File: src/hw/rtl/tpdc_pkg.sv
`default_nettype none
// ---------------------------------------------------------------------------
// tpdc_pkg
// Shared constants, types and the square-root digit step for the
// three-point distance color pipeline.
// ---------------------------------------------------------------------------
package tpdc_pkg;

    // Default anchor coordinate width
    localparam int COORD_BITS_DEFAULT = 12;

    // Register file
    localparam int NUM_REGS  = 6;
    localparam int ADDR_BITS = 5;
    localparam int DATA_BITS = 32;

    // Pixel coordinate width
    localparam int PIXEL_BITS = 11;

    // Distance clamp: a distance at or above this gives level zero
    localparam int DIST_LIMIT    = 640;
    localparam int DIST_SQ_LIMIT = DIST_LIMIT * DIST_LIMIT;

    // Saturated value full scale, in units of 1/2400
    localparam int FULL_SCALE = 2400;

    // Square root datapath: radicand below 2^19, root below 640
    localparam int RAD_BITS  = 20;
    localparam int ROOT_BITS = 10;
    localparam int REM_BITS  = 11;

    // v*255/2400 = ((v*17) >> 5) / 5, and n/5 = (n*52429) >> 18 for small n
    localparam int RECIP5_BITS = 17;
    localparam logic [RECIP5_BITS-1:0] RECIP5 = 17'd52429;
    localparam int RECIP5_SHIFT = 18;

    // One lane of the square root pipeline
    typedef struct packed {
        logic                 far;
        logic [RAD_BITS-1:0]  rad;
        logic [ROOT_BITS-1:0] root;
        logic [REM_BITS-1:0]  rem;
    } sqrt_lane_t;

    // One restoring digit step: bring down two radicand bits, try root*4+1
    function automatic sqrt_lane_t sqrt_step(input sqrt_lane_t cur);
        sqrt_lane_t          nxt;
        logic [REM_BITS+1:0] part;
        logic [REM_BITS+1:0] trial;
        nxt   = cur;
        part  = {cur.rem, cur.rad[RAD_BITS-1 -: 2]};
        trial = {1'b0, cur.root, 2'b01};
        nxt.rad = {cur.rad[RAD_BITS-3:0], 2'b00};
        if (part >= trial) begin
            nxt.rem  = REM_BITS'(part - trial);
            nxt.root = {cur.root[ROOT_BITS-2:0], 1'b1};
        end else begin
            nxt.rem  = part[REM_BITS-1:0];
            nxt.root = {cur.root[ROOT_BITS-2:0], 1'b0};
        end
        return nxt;
    endfunction

endpackage
`default_nettype wire

File: src/hw/rtl/three_point_distance_color.sv
`default_nettype none
// ---------------------------------------------------------------------------
// three_point_distance_color
// Per-pixel RGB888 color from the distances to three programmable anchors.
// ---------------------------------------------------------------------------
// The block takes one pixel coordinate per clock. Its color appears at the
// output after passing twelve register stages. With the output taken every
// cycle the block sustains one pixel per clock. The square root sets the
// latency: five stages each resolve two root bits of the squared distance.
// The subtract, square and sum stages sit in front of them, and the level,
// saturation and scaling stages sit behind. Every stage holds its own valid
// bit and loads whenever it is empty or its successor loads, so a stalled
// output only backs up the stages that are occupied. Anchors are written
// over the APB port at byte address 4*i; the user must write them only while
// no pixel is in flight, as the block itself does not enforce it.
// ---------------------------------------------------------------------------
module three_point_distance_color #(
    parameter int COORD_BITS = tpdc_pkg::COORD_BITS_DEFAULT
) (
    input  wire                               aclk,
    input  wire                               aresetn,
    // configuration
    input  wire                               psel,
    input  wire                               penable,
    input  wire                               pwrite,
    input  wire  [tpdc_pkg::ADDR_BITS-1:0]    paddr,
    input  wire  [tpdc_pkg::DATA_BITS-1:0]    pwdata,
    output logic [tpdc_pkg::DATA_BITS-1:0]    prdata,
    output logic                              pready,
    // pixel requests
    input  wire                               s_valid,
    output logic                              s_ready,
    input  wire  [tpdc_pkg::PIXEL_BITS-1:0]   s_pixel_x,
    input  wire  [tpdc_pkg::PIXEL_BITS-1:0]   s_pixel_y,
    // color results
    output logic                              m_valid,
    input  wire                               m_ready,
    output logic [7:0]                        m_red,
    output logic [7:0]                        m_green,
    output logic [7:0]                        m_blue
);

    localparam int DX_W  = ((COORD_BITS > tpdc_pkg::PIXEL_BITS + 1) ?
                            COORD_BITS : tpdc_pkg::PIXEL_BITS + 1) + 1;
    localparam int AW    = DX_W - 1;
    localparam int SQ_W  = 2 * AW + 1;
    localparam int NST   = 12;
    localparam int NSQ   = 5;
    localparam int SQ0   = 2;
    localparam int ST_C  = SQ0 + NSQ + 1;
    localparam int ST_V  = ST_C + 1;
    localparam int ST_N  = ST_V + 1;
    localparam int ST_O  = ST_N + 1;

    // ---------------------------------------------------------------
    // Anchor registers
    // ---------------------------------------------------------------
    logic signed [COORD_BITS-1:0] anchor_reg [tpdc_pkg::NUM_REGS];
    logic [2:0]                   reg_idx;

    assign reg_idx = paddr[4:2];
    assign pready  = 1'b1;

    // write on the access phase
    always_ff @(posedge aclk) begin
        if (!aresetn) begin
            for (int i = 0; i < tpdc_pkg::NUM_REGS; i++) begin
                anchor_reg[i] <= '0;
            end
        end else if (psel && penable && pwrite && pready) begin
            if (int'(reg_idx) < tpdc_pkg::NUM_REGS) begin
                anchor_reg[reg_idx] <= pwdata[COORD_BITS-1:0];
            end
        end
    end

    // return the sign-extended anchor, zero past the list
    always_comb begin
        prdata = '0;
        if (int'(reg_idx) < tpdc_pkg::NUM_REGS) begin
            prdata = {{(tpdc_pkg::DATA_BITS-COORD_BITS){anchor_reg[reg_idx][COORD_BITS-1]}},
                      anchor_reg[reg_idx]};
        end
    end

    // ---------------------------------------------------------------
    // Stage valid bits and load chain
    // ---------------------------------------------------------------
    logic [NST-1:0] valid_reg;
    logic [NST-1:0] valid_in;
    logic [NST:0]   load;

    // advance a stage when it is empty or its successor advances
    always_comb begin
        load[NST] = m_ready;
        for (int k = NST - 1; k >= 0; k--) begin
            load[k] = !valid_reg[k] || load[k+1];
        end
    end

    assign s_ready  = load[0];
    assign m_valid  = valid_reg[NST-1];
    assign valid_in = {valid_reg[NST-2:0], s_valid};

    always_ff @(posedge aclk) begin
        if (!aresetn) begin
            valid_reg <= '0;
        end else begin
            for (int k = 0; k < NST; k++) begin
                if (load[k]) begin
                    valid_reg[k] <= valid_in[k];
                end
            end
        end
    end

    // ---------------------------------------------------------------
    // Datapath registers, one lane per color
    // ---------------------------------------------------------------
    logic signed [DX_W-1:0]  dx_reg     [3];
    logic signed [DX_W-1:0]  dy_reg     [3];
    logic signed [DX_W-1:0]  dx_next    [3];
    logic signed [DX_W-1:0]  dy_next    [3];
    logic [2*AW-1:0]         sqx_reg    [3];
    logic [2*AW-1:0]         sqy_reg    [3];
    logic [2*AW-1:0]         sqx_next   [3];
    logic [2*AW-1:0]         sqy_next   [3];
    tpdc_pkg::sqrt_lane_t    sr_reg     [NSQ+1][3];
    tpdc_pkg::sqrt_lane_t    sr_next    [NSQ+1][3];
    logic [9:0]              lvl_reg    [3];
    logic [9:0]              lvl_next   [3];
    logic [11:0]             lsum_reg;
    logic [11:0]             lsum_next;
    logic [11:0]             sat_reg    [3];
    logic [11:0]             sat_next   [3];
    logic [10:0]             scl_reg    [3];
    logic [10:0]             scl_next   [3];
    logic [7:0]              out_reg    [3];
    logic [7:0]              out_next   [3];

    always_comb begin
        logic signed [DX_W-1:0]  px_s;
        logic signed [DX_W-1:0]  py_s;
        logic signed [DX_W-1:0]  nx;
        logic signed [DX_W-1:0]  ny;
        logic [AW-1:0]           ax;
        logic [AW-1:0]           ay;
        logic [SQ_W-1:0]         dsq;
        logic [13:0]             nine;
        logic [12:0]             two;
        logic signed [14:0]      vt;
        logic [15:0]             q;
        logic [tpdc_pkg::PIXEL_BITS+tpdc_pkg::RECIP5_BITS-1:0] p;

        px_s = $signed({{(DX_W-tpdc_pkg::PIXEL_BITS){1'b0}}, s_pixel_x});
        py_s = $signed({{(DX_W-tpdc_pkg::PIXEL_BITS){1'b0}}, s_pixel_y});
        lsum_next = '0;

        for (int ch = 0; ch < 3; ch++) begin
            // offsets from the anchor
            dx_next[ch] = px_s - {{(DX_W-COORD_BITS){anchor_reg[2*ch][COORD_BITS-1]}},
                                  anchor_reg[2*ch]};
            dy_next[ch] = py_s - {{(DX_W-COORD_BITS){anchor_reg[2*ch+1][COORD_BITS-1]}},
                                  anchor_reg[2*ch+1]};

            // magnitudes squared
            nx = -dx_reg[ch];
            ny = -dy_reg[ch];
            ax = dx_reg[ch][DX_W-1] ? nx[AW-1:0] : dx_reg[ch][AW-1:0];
            ay = dy_reg[ch][DX_W-1] ? ny[AW-1:0] : dy_reg[ch][AW-1:0];
            sqx_next[ch] = (2*AW)'(ax) * (2*AW)'(ax);
            sqy_next[ch] = (2*AW)'(ay) * (2*AW)'(ay);

            // squared distance, flag far pixels, seed the root
            dsq = {1'b0, sqx_reg[ch]} + {1'b0, sqy_reg[ch]};
            sr_next[0][ch].far  = (dsq >= SQ_W'(tpdc_pkg::DIST_SQ_LIMIT));
            sr_next[0][ch].rad  = {1'b0, dsq[tpdc_pkg::RAD_BITS-2:0]};
            sr_next[0][ch].root = '0;
            sr_next[0][ch].rem  = '0;

            // two root bits per stage
            for (int j = 0; j < NSQ; j++) begin
                sr_next[j+1][ch] = tpdc_pkg::sqrt_step(tpdc_pkg::sqrt_step(sr_reg[j][ch]));
            end

            // channel level, zero for far pixels
            lvl_next[ch] = sr_reg[NSQ][ch].far ? 10'd0 :
                           10'(tpdc_pkg::DIST_LIMIT) - sr_reg[NSQ][ch].root;
            lsum_next = lsum_next + {2'b00, lvl_next[ch]};

            // saturate around the mean and clamp to full scale
            nine = {1'b0, lvl_reg[ch], 3'b000} + {4'b0000, lvl_reg[ch]};
            two  = {lsum_reg, 1'b0};
            vt   = $signed({1'b0, nine}) - $signed({2'b00, two});
            if (vt[14]) begin
                sat_next[ch] = '0;
            end else if (vt[13:0] > 14'(tpdc_pkg::FULL_SCALE)) begin
                sat_next[ch] = 12'(tpdc_pkg::FULL_SCALE);
            end else begin
                sat_next[ch] = vt[11:0];
            end

            // scale by 17/32
            q = {sat_reg[ch], 4'b0000} + {4'b0000, sat_reg[ch]};
            scl_next[ch] = q[15:5];

            // divide by five through the reciprocal
            p = scl_reg[ch] * tpdc_pkg::RECIP5;
            out_next[ch] = p[tpdc_pkg::RECIP5_SHIFT +: 8];
        end
    end

    // load each stage with its predecessor's result
    always_ff @(posedge aclk) begin
        if (load[0]) begin
            dx_reg <= dx_next;
            dy_reg <= dy_next;
        end
        if (load[1]) begin
            sqx_reg <= sqx_next;
            sqy_reg <= sqy_next;
        end
        for (int j = 0; j <= NSQ; j++) begin
            if (load[SQ0+j]) begin
                sr_reg[j] <= sr_next[j];
            end
        end
        if (load[ST_C]) begin
            lvl_reg  <= lvl_next;
            lsum_reg <= lsum_next;
        end
        if (load[ST_V]) begin
            sat_reg <= sat_next;
        end
        if (load[ST_N]) begin
            scl_reg <= scl_next;
        end
        if (load[ST_O]) begin
            out_reg <= out_next;
        end
    end

    assign m_red   = out_reg[0];
    assign m_green = out_reg[1];
    assign m_blue  = out_reg[2];

endmodule
`default_nettype wire
File: config.mk
export PLATFORM = sky130hd
export DESIGN_NAME = three_point_distance_color
export DESIGN_NICKNAME = d
export VERILOG_FILES = /design/src/hw/rtl/tpdc_pkg.sv /design/src/hw/rtl/three_point_distance_color.sv
export SDC_FILE = /design/constraint.sdc
export NUM_CORES = 2
export LEC_CHECK = 0
export BUFFER_PORTS_ARGS = -buffer_cell sky130_fd_sc_hd__buf_2
export CAP_MARGIN = 20
export CORE_MARGIN = 5
export CORE_UTILIZATION = 50
export CTS_CLUSTER_DIAMETER = 200
export DETAILED_ROUTE_END_ITERATION = 10
export PLACE_DENSITY = 0.66
export SLEW_MARGIN = 20
export SYNTH_ARGS = -nofsm -noshare
export SYNTH_HDL_FRONTEND = slang
export SYNTH_SLANG_ARGS = --single-unit
export TNS_END_PERCENT = 100
File: constraint.sdc
create_clock -name aclk -period 10.1 [get_ports aclk]
set_clock_uncertainty 0.15 [all_clocks]
set_input_delay 0.505 -clock aclk [delete_from_list [all_inputs] [get_ports aclk]]
set_output_delay 0.505 -clock aclk [all_outputs]
set_load 0.005 [all_outputs]
* Yosys cells after proc, flatten, opt, wreduce, memory -nomap -nowiden
Memories as Yosys holds them, arrays and structs flattened.
Cells that the tools add are included.
** Storage, ports and cells
- Flip-flop bits (word level) :: 369
- RAM bits :: 828
- Output and inout bits :: 59
- Logic and storage cells :: 240
- Memories kept :: 2
** Memories
- sr_reg :: words 6, width 126, read ports 6, clocked after memory_dff 0, wr ports 6, RTL line three_point_distance_color.sv:128 : tpdc_pkg::sqrt_lane_t sr_reg [NSQ+1][3];
- anchor_reg :: words 6, width 12, read ports 7, clocked after memory_dff 0, wr ports 6, RTL line three_point_distance_color.sv:58 : logic signed [COORD_BITS-1:0] anchor_reg [tpdc_pkg::NUM_REGS];
** Operators by class
- $add $sub $neg :: 59
- Multiply operators :: 9
- Order comparisons :: 37
- Multiplexer cells :: 63
- Reduce and logical (&&, ||, !) cells :: 30
** Operators by type and width (number)
- two-way mux 12 bit :: 40
- >= comparator 13 x 12 -> 1 bit :: 30
- subtractor 11 bit :: 30
- multiplier 12 x 12 -> 24 bit :: 6
- multiplier 11 x 16 -> 26 bit, second input constant :: 3
- subtractor 12 x 12 -> 13 bit :: 6
- adder 24 x 24 -> 25 bit :: 3
- >= comparator 25 x 19 -> 1 bit, second input constant :: 3
- negation 12 bit :: 6
- adder 16 x 12 -> 16 bit :: 3
- subtractor 14 x 13 -> 15 bit :: 3
- adder 13 x 10 -> 14 bit :: 3
- > comparator 14 x 12 -> 1 bit, second input constant :: 3
- two-way mux 32 bit :: 1
- two-way mux 10 bit :: 3
- subtractor 10 bit, first input constant :: 3
- two-way mux 1 bit :: 18
- adder 11 x 10 -> 12 bit :: 1
- zero test 1 bit :: 12
- logical OR 1 bit :: 12
- OR reduction 12 bit :: 1
- adder 10 x 10 -> 11 bit :: 1
- OR reduction 2 bit :: 3
- < comparator 3 bit, second input constant :: 1
- other kinds (2) :: 3

* Depth between registers and ports, before layout
- Depth in word-level cells :: 13
- Depth in mapped cells :: 29

* Least setup slack after synthesis
OpenSTA, ideal clock, no wires.
- Path type :: register -> register
- Start point :: reg dx_reg[13] (netlist name)
- End point :: reg sqx_reg[47] (netlist name), data pin
- Library setup time :: 0.261 ns
- Data arrival time :: 6.898 ns
- Path slack :: 2.791 ns
- Cell stages (with the launch flop) :: 29
- Buffers on the path :: 1
- Clock period less this slack :: 7.309 ns
- Cells stage by stage :: edfxtp_1 -> clkinv_1 -> ha_1 -> nand2b_1 -> or4_1 -> or2_2 -> o21ai_0 -> xor2_1 -> clkbuf_1 -> nor2_1 -> fa_1 -> inv_1 -> fa_1 -> inv_1 -> fa_1 -> fa_1 -> inv_1 -> fa_1 -> inv_1 -> ha_1 -> and3_1 -> nor2_1 -> nand2_1 -> o21ai_0 -> a31oi_1 -> and4_1 -> a2111oi_0 -> a21oi_1 -> xor2_1
** RTL lines
- start: declaration :: RTL line three_point_distance_color.sv:120 : logic signed [DX_W-1:0] dx_reg [3];
- start signal: assignment :: RTL line three_point_distance_color.sv:216 : dx_reg <= dx_next;
- end signal: assignment :: RTL line three_point_distance_color.sv:220 : sqx_reg <= sqx_next;
- end: declaration :: RTL line three_point_distance_color.sv:124 : logic [2*AW-1:0] sqx_reg [3];

==> metrics.csv <==
stage;metric;value;unit
synthesis;ys_seq_elements;834;
synthesis;postSynth.asyncResetShare;0;%
clocking;clk_pin_slew;60;ps
floorplanning;num_rows;144;
worst_setup_path;cpMaxStageDelayCell;xor2_1;
global_routing;grt_util_all_layers;19.2;%
synthesis;syn-instance-count;7658;
clocking;root_buffer;clkbuf_16;
routing;drtPass1Iterations;5;
clocking;cts_resized;0;
sta;tightestPinTransition;1040;ps
sta;slew_headroom;30.9;%
sta;fmax;0.118;GHz
worst_setup_path;path_class;reg2reg;
sta;period_needed;8460;ps
global_routing;grt_max_degree;87;
sta;finalHoldViolCount;0;
worst_setup_path;critPathRequiredTime;10430;ps
layout;fillers;13400;
placement;place.gp.congestion;0.897;
layout;drive_gt1_share;5.07;%
clocking;numCtsBuffers;96;
synthesis;synth.distinct_cells;97;
clocking;insertion_delay;740;ps
global_routing;grt_pass1_wl;260000;um
routing;ant_nets;0;
synthesis;yosys.area.top_type;edfxtp_1;
worst_setup_path;crit_path_end_kind;flip-flop;
routing;viasPerCell;5.24;
synthesis;synth.net_count;9313;
sta;min_period_over_period;83.8;%
floorplanning;start_util;50.2;%
synthesis;syn_avg_cell_area;10.1;um2
routing;num_vias;52000;
worst_setup_path;path_max_fanout;9;
sta;drv_slew;0;
global_routing;globalRouteOverflowTotal;0;
synthesis;synth_area;0.0772;mm2
flow_run;maxCapViolCount;0;
global_routing;antenna_found_initial;0;
worst_setup_path;critPathMaxStageDelay;820;ps
layout;area_growth;7.98;%
synthesis;synth-edff-count;822;
worst_setup_path;crit_arrival;8800;ps
worst_setup_path;worstSetupStartpointType;flip-flop;
sta;rsz0062_at_grt;no;
sta;setup_viol_count_final;0;
routing;drcViolationCount;0;
sta;tns;0;ps
synthesis;yosysMostFrequentCell;inv_1;
global_routing;grt_pass1_vias;53600;
synthesis;synth_ff_type;edfxtp_1;
floorplanning;die_w;403;um
status;status;completed;
clocking;h-tree-depth;3;
synthesis;ys_seq_area_share;32.3;%
placement;placedCellCount;9741;
placement;port_buffers;101;
routing;dr.first_iter.drc_count;2677;
layout;largest_reg_flops;399;
worst_setup_path;crit_top_cell;fa_1;
synthesis;synth_common_cells;inv_1 (1529), ha_1 (942), edfxtp_1 (822);
layout;final_util;54.2;%
clocking;cts.sinks;834;
floorplanning;die_area;0.162;mm2
placement;dp_hpwl;126000;um
floorplanning;io_pins;125;
floorplanning;die_h;403;um
clocking;cts_tree;built;
synthesis;synth_area_leaders;edfxtp_1 (32%), fa_1 (17%), ha_1 (15%), inv_1 (7.4%), xnor2_1 (3.8%);
layout;nets;9451;
routing;routed_wl;154000;um
synthesis;synth_top_area_share;32.0;%
synthesis;yosys_warnings;0;
layout;stdcell_count;9921;
floorplanning;core_area;0.154;mm2
min_path;hold_class;in2reg;
clocking;cts.path.max_buffers;3;
routing;wl_per_cell;15.6;um
-- stage by stage --
stage | area [um2] | hold WS (ps) | worst slack, ps
3_5_place_dp | 80000 | 255 | 1660
2_1_floorplan | 77200 | 250 | 2790
4_1_cts | 83400 | 29.8 | 1640
5_1_grt | 83400 | 63.3 | 1210
3_3_place_gp | 80000 | 251 | 1760
6_report | 83400 | 93.2 | 1640
-- final cells by class --
| type | count | area, um2 | area share [%] |
|---|---|---|---|
| Clock buffer | 110 | 2450 | 2.94 |
| Tap cell | 2044 | 2560 | 3.07 |
| Multi-Input combinational cell | 5179 | 46000 | 55.2 |
| Inverter | 1556 | 5850 | 7.02 |
| Antenna cell | 1 | 2.50 | 0.00300 |
| Clock inverter | 68 | 862 | 1.03 |
| Timing Repair Buffer | 129 | 718 | 0.861 |
| Sequential cell | 834 | 24900 | 29.9 |
-- cells by family (layout without fill, tap and decap cells) --
family,count (synthesis),count (layout),synth area share (%)
simple gates,1886,1886,11.2
other cells,1,2,0.00486
xor+xnor,494,494,5.60
fa+ha+maj,1589,1589,32.0
flops,834,834,32.3
compound gates,1147,1147,9.69
buf+inv,1645,1863,8.18
mux,62,62,1.04
-- repair_timing --
| item | 4_1_cts | 5_1_grt |
|---|---|---|
| buffers inserted | 0 | 0 |
| setup endpoints to repair | 0 | 0 |
| hold buffers | 1 | 0 |
| endpoints found under the hold margin | 1 | 0 |
-- critical path: cells and delay by family (launching register included) --
family	cells	cell delay, ps
flops	1	510
compound gates	5	1490
simple gates	6	1390
xor+xnor	2	1020
buf+inv	5	650
fa+ha+maj	7	3010
-- worst paths after layout --
kind	from	cells after the start	slack, ps	to
worst max register to register	dx_reg[13]	25	1640	sqx_reg[47]
worst min register to register	sr_reg[1][83]	0	240	sr_reg[2][83]
worst min-delay path	pwdata[7]	3	90	anchor_reg[5][7]
worst max-delay path	dx_reg[13]	25	1640	sqx_reg[47]
-- layout by cell type, fill, tap and decap left out, types with 75 or more instances in the layout --
master | Yosys | final
nor3_1 | 123 | 123
ha_1 | 942 | 942
o21ai_0 | 267 | 267
edfxtp_1 | 822 | 822
inv_1 | 1529 | 1525
nor2_1 | 754 | 754
a21o_1 | 80 | 80
o21a_1 | 85 | 85
fa_1 | 647 | 647
xor2_1 | 163 | 163
buf_2 | 11 | 101
a21oi_1 | 287 | 287
clkbuf_16 | 0 | 96
nand2_1 | 487 | 484
xnor2_1 | 331 | 331
nor2b_1 | 75 | 75
nand3_1 | 97 | 97
-- layer usage --
layer  up-vias  routed length (um)  track usage, %
met1     25000               67500            24.8
li1      25800                   -               -
met4         0                4490            5.36
met2       902               76400            34.0
met5         -                   0               0
met3       262                6040            2.54
Power is left out: the tool's default activity adds up to more than one toggle a clock period on the data nets, which glitch-free logic cannot reach.
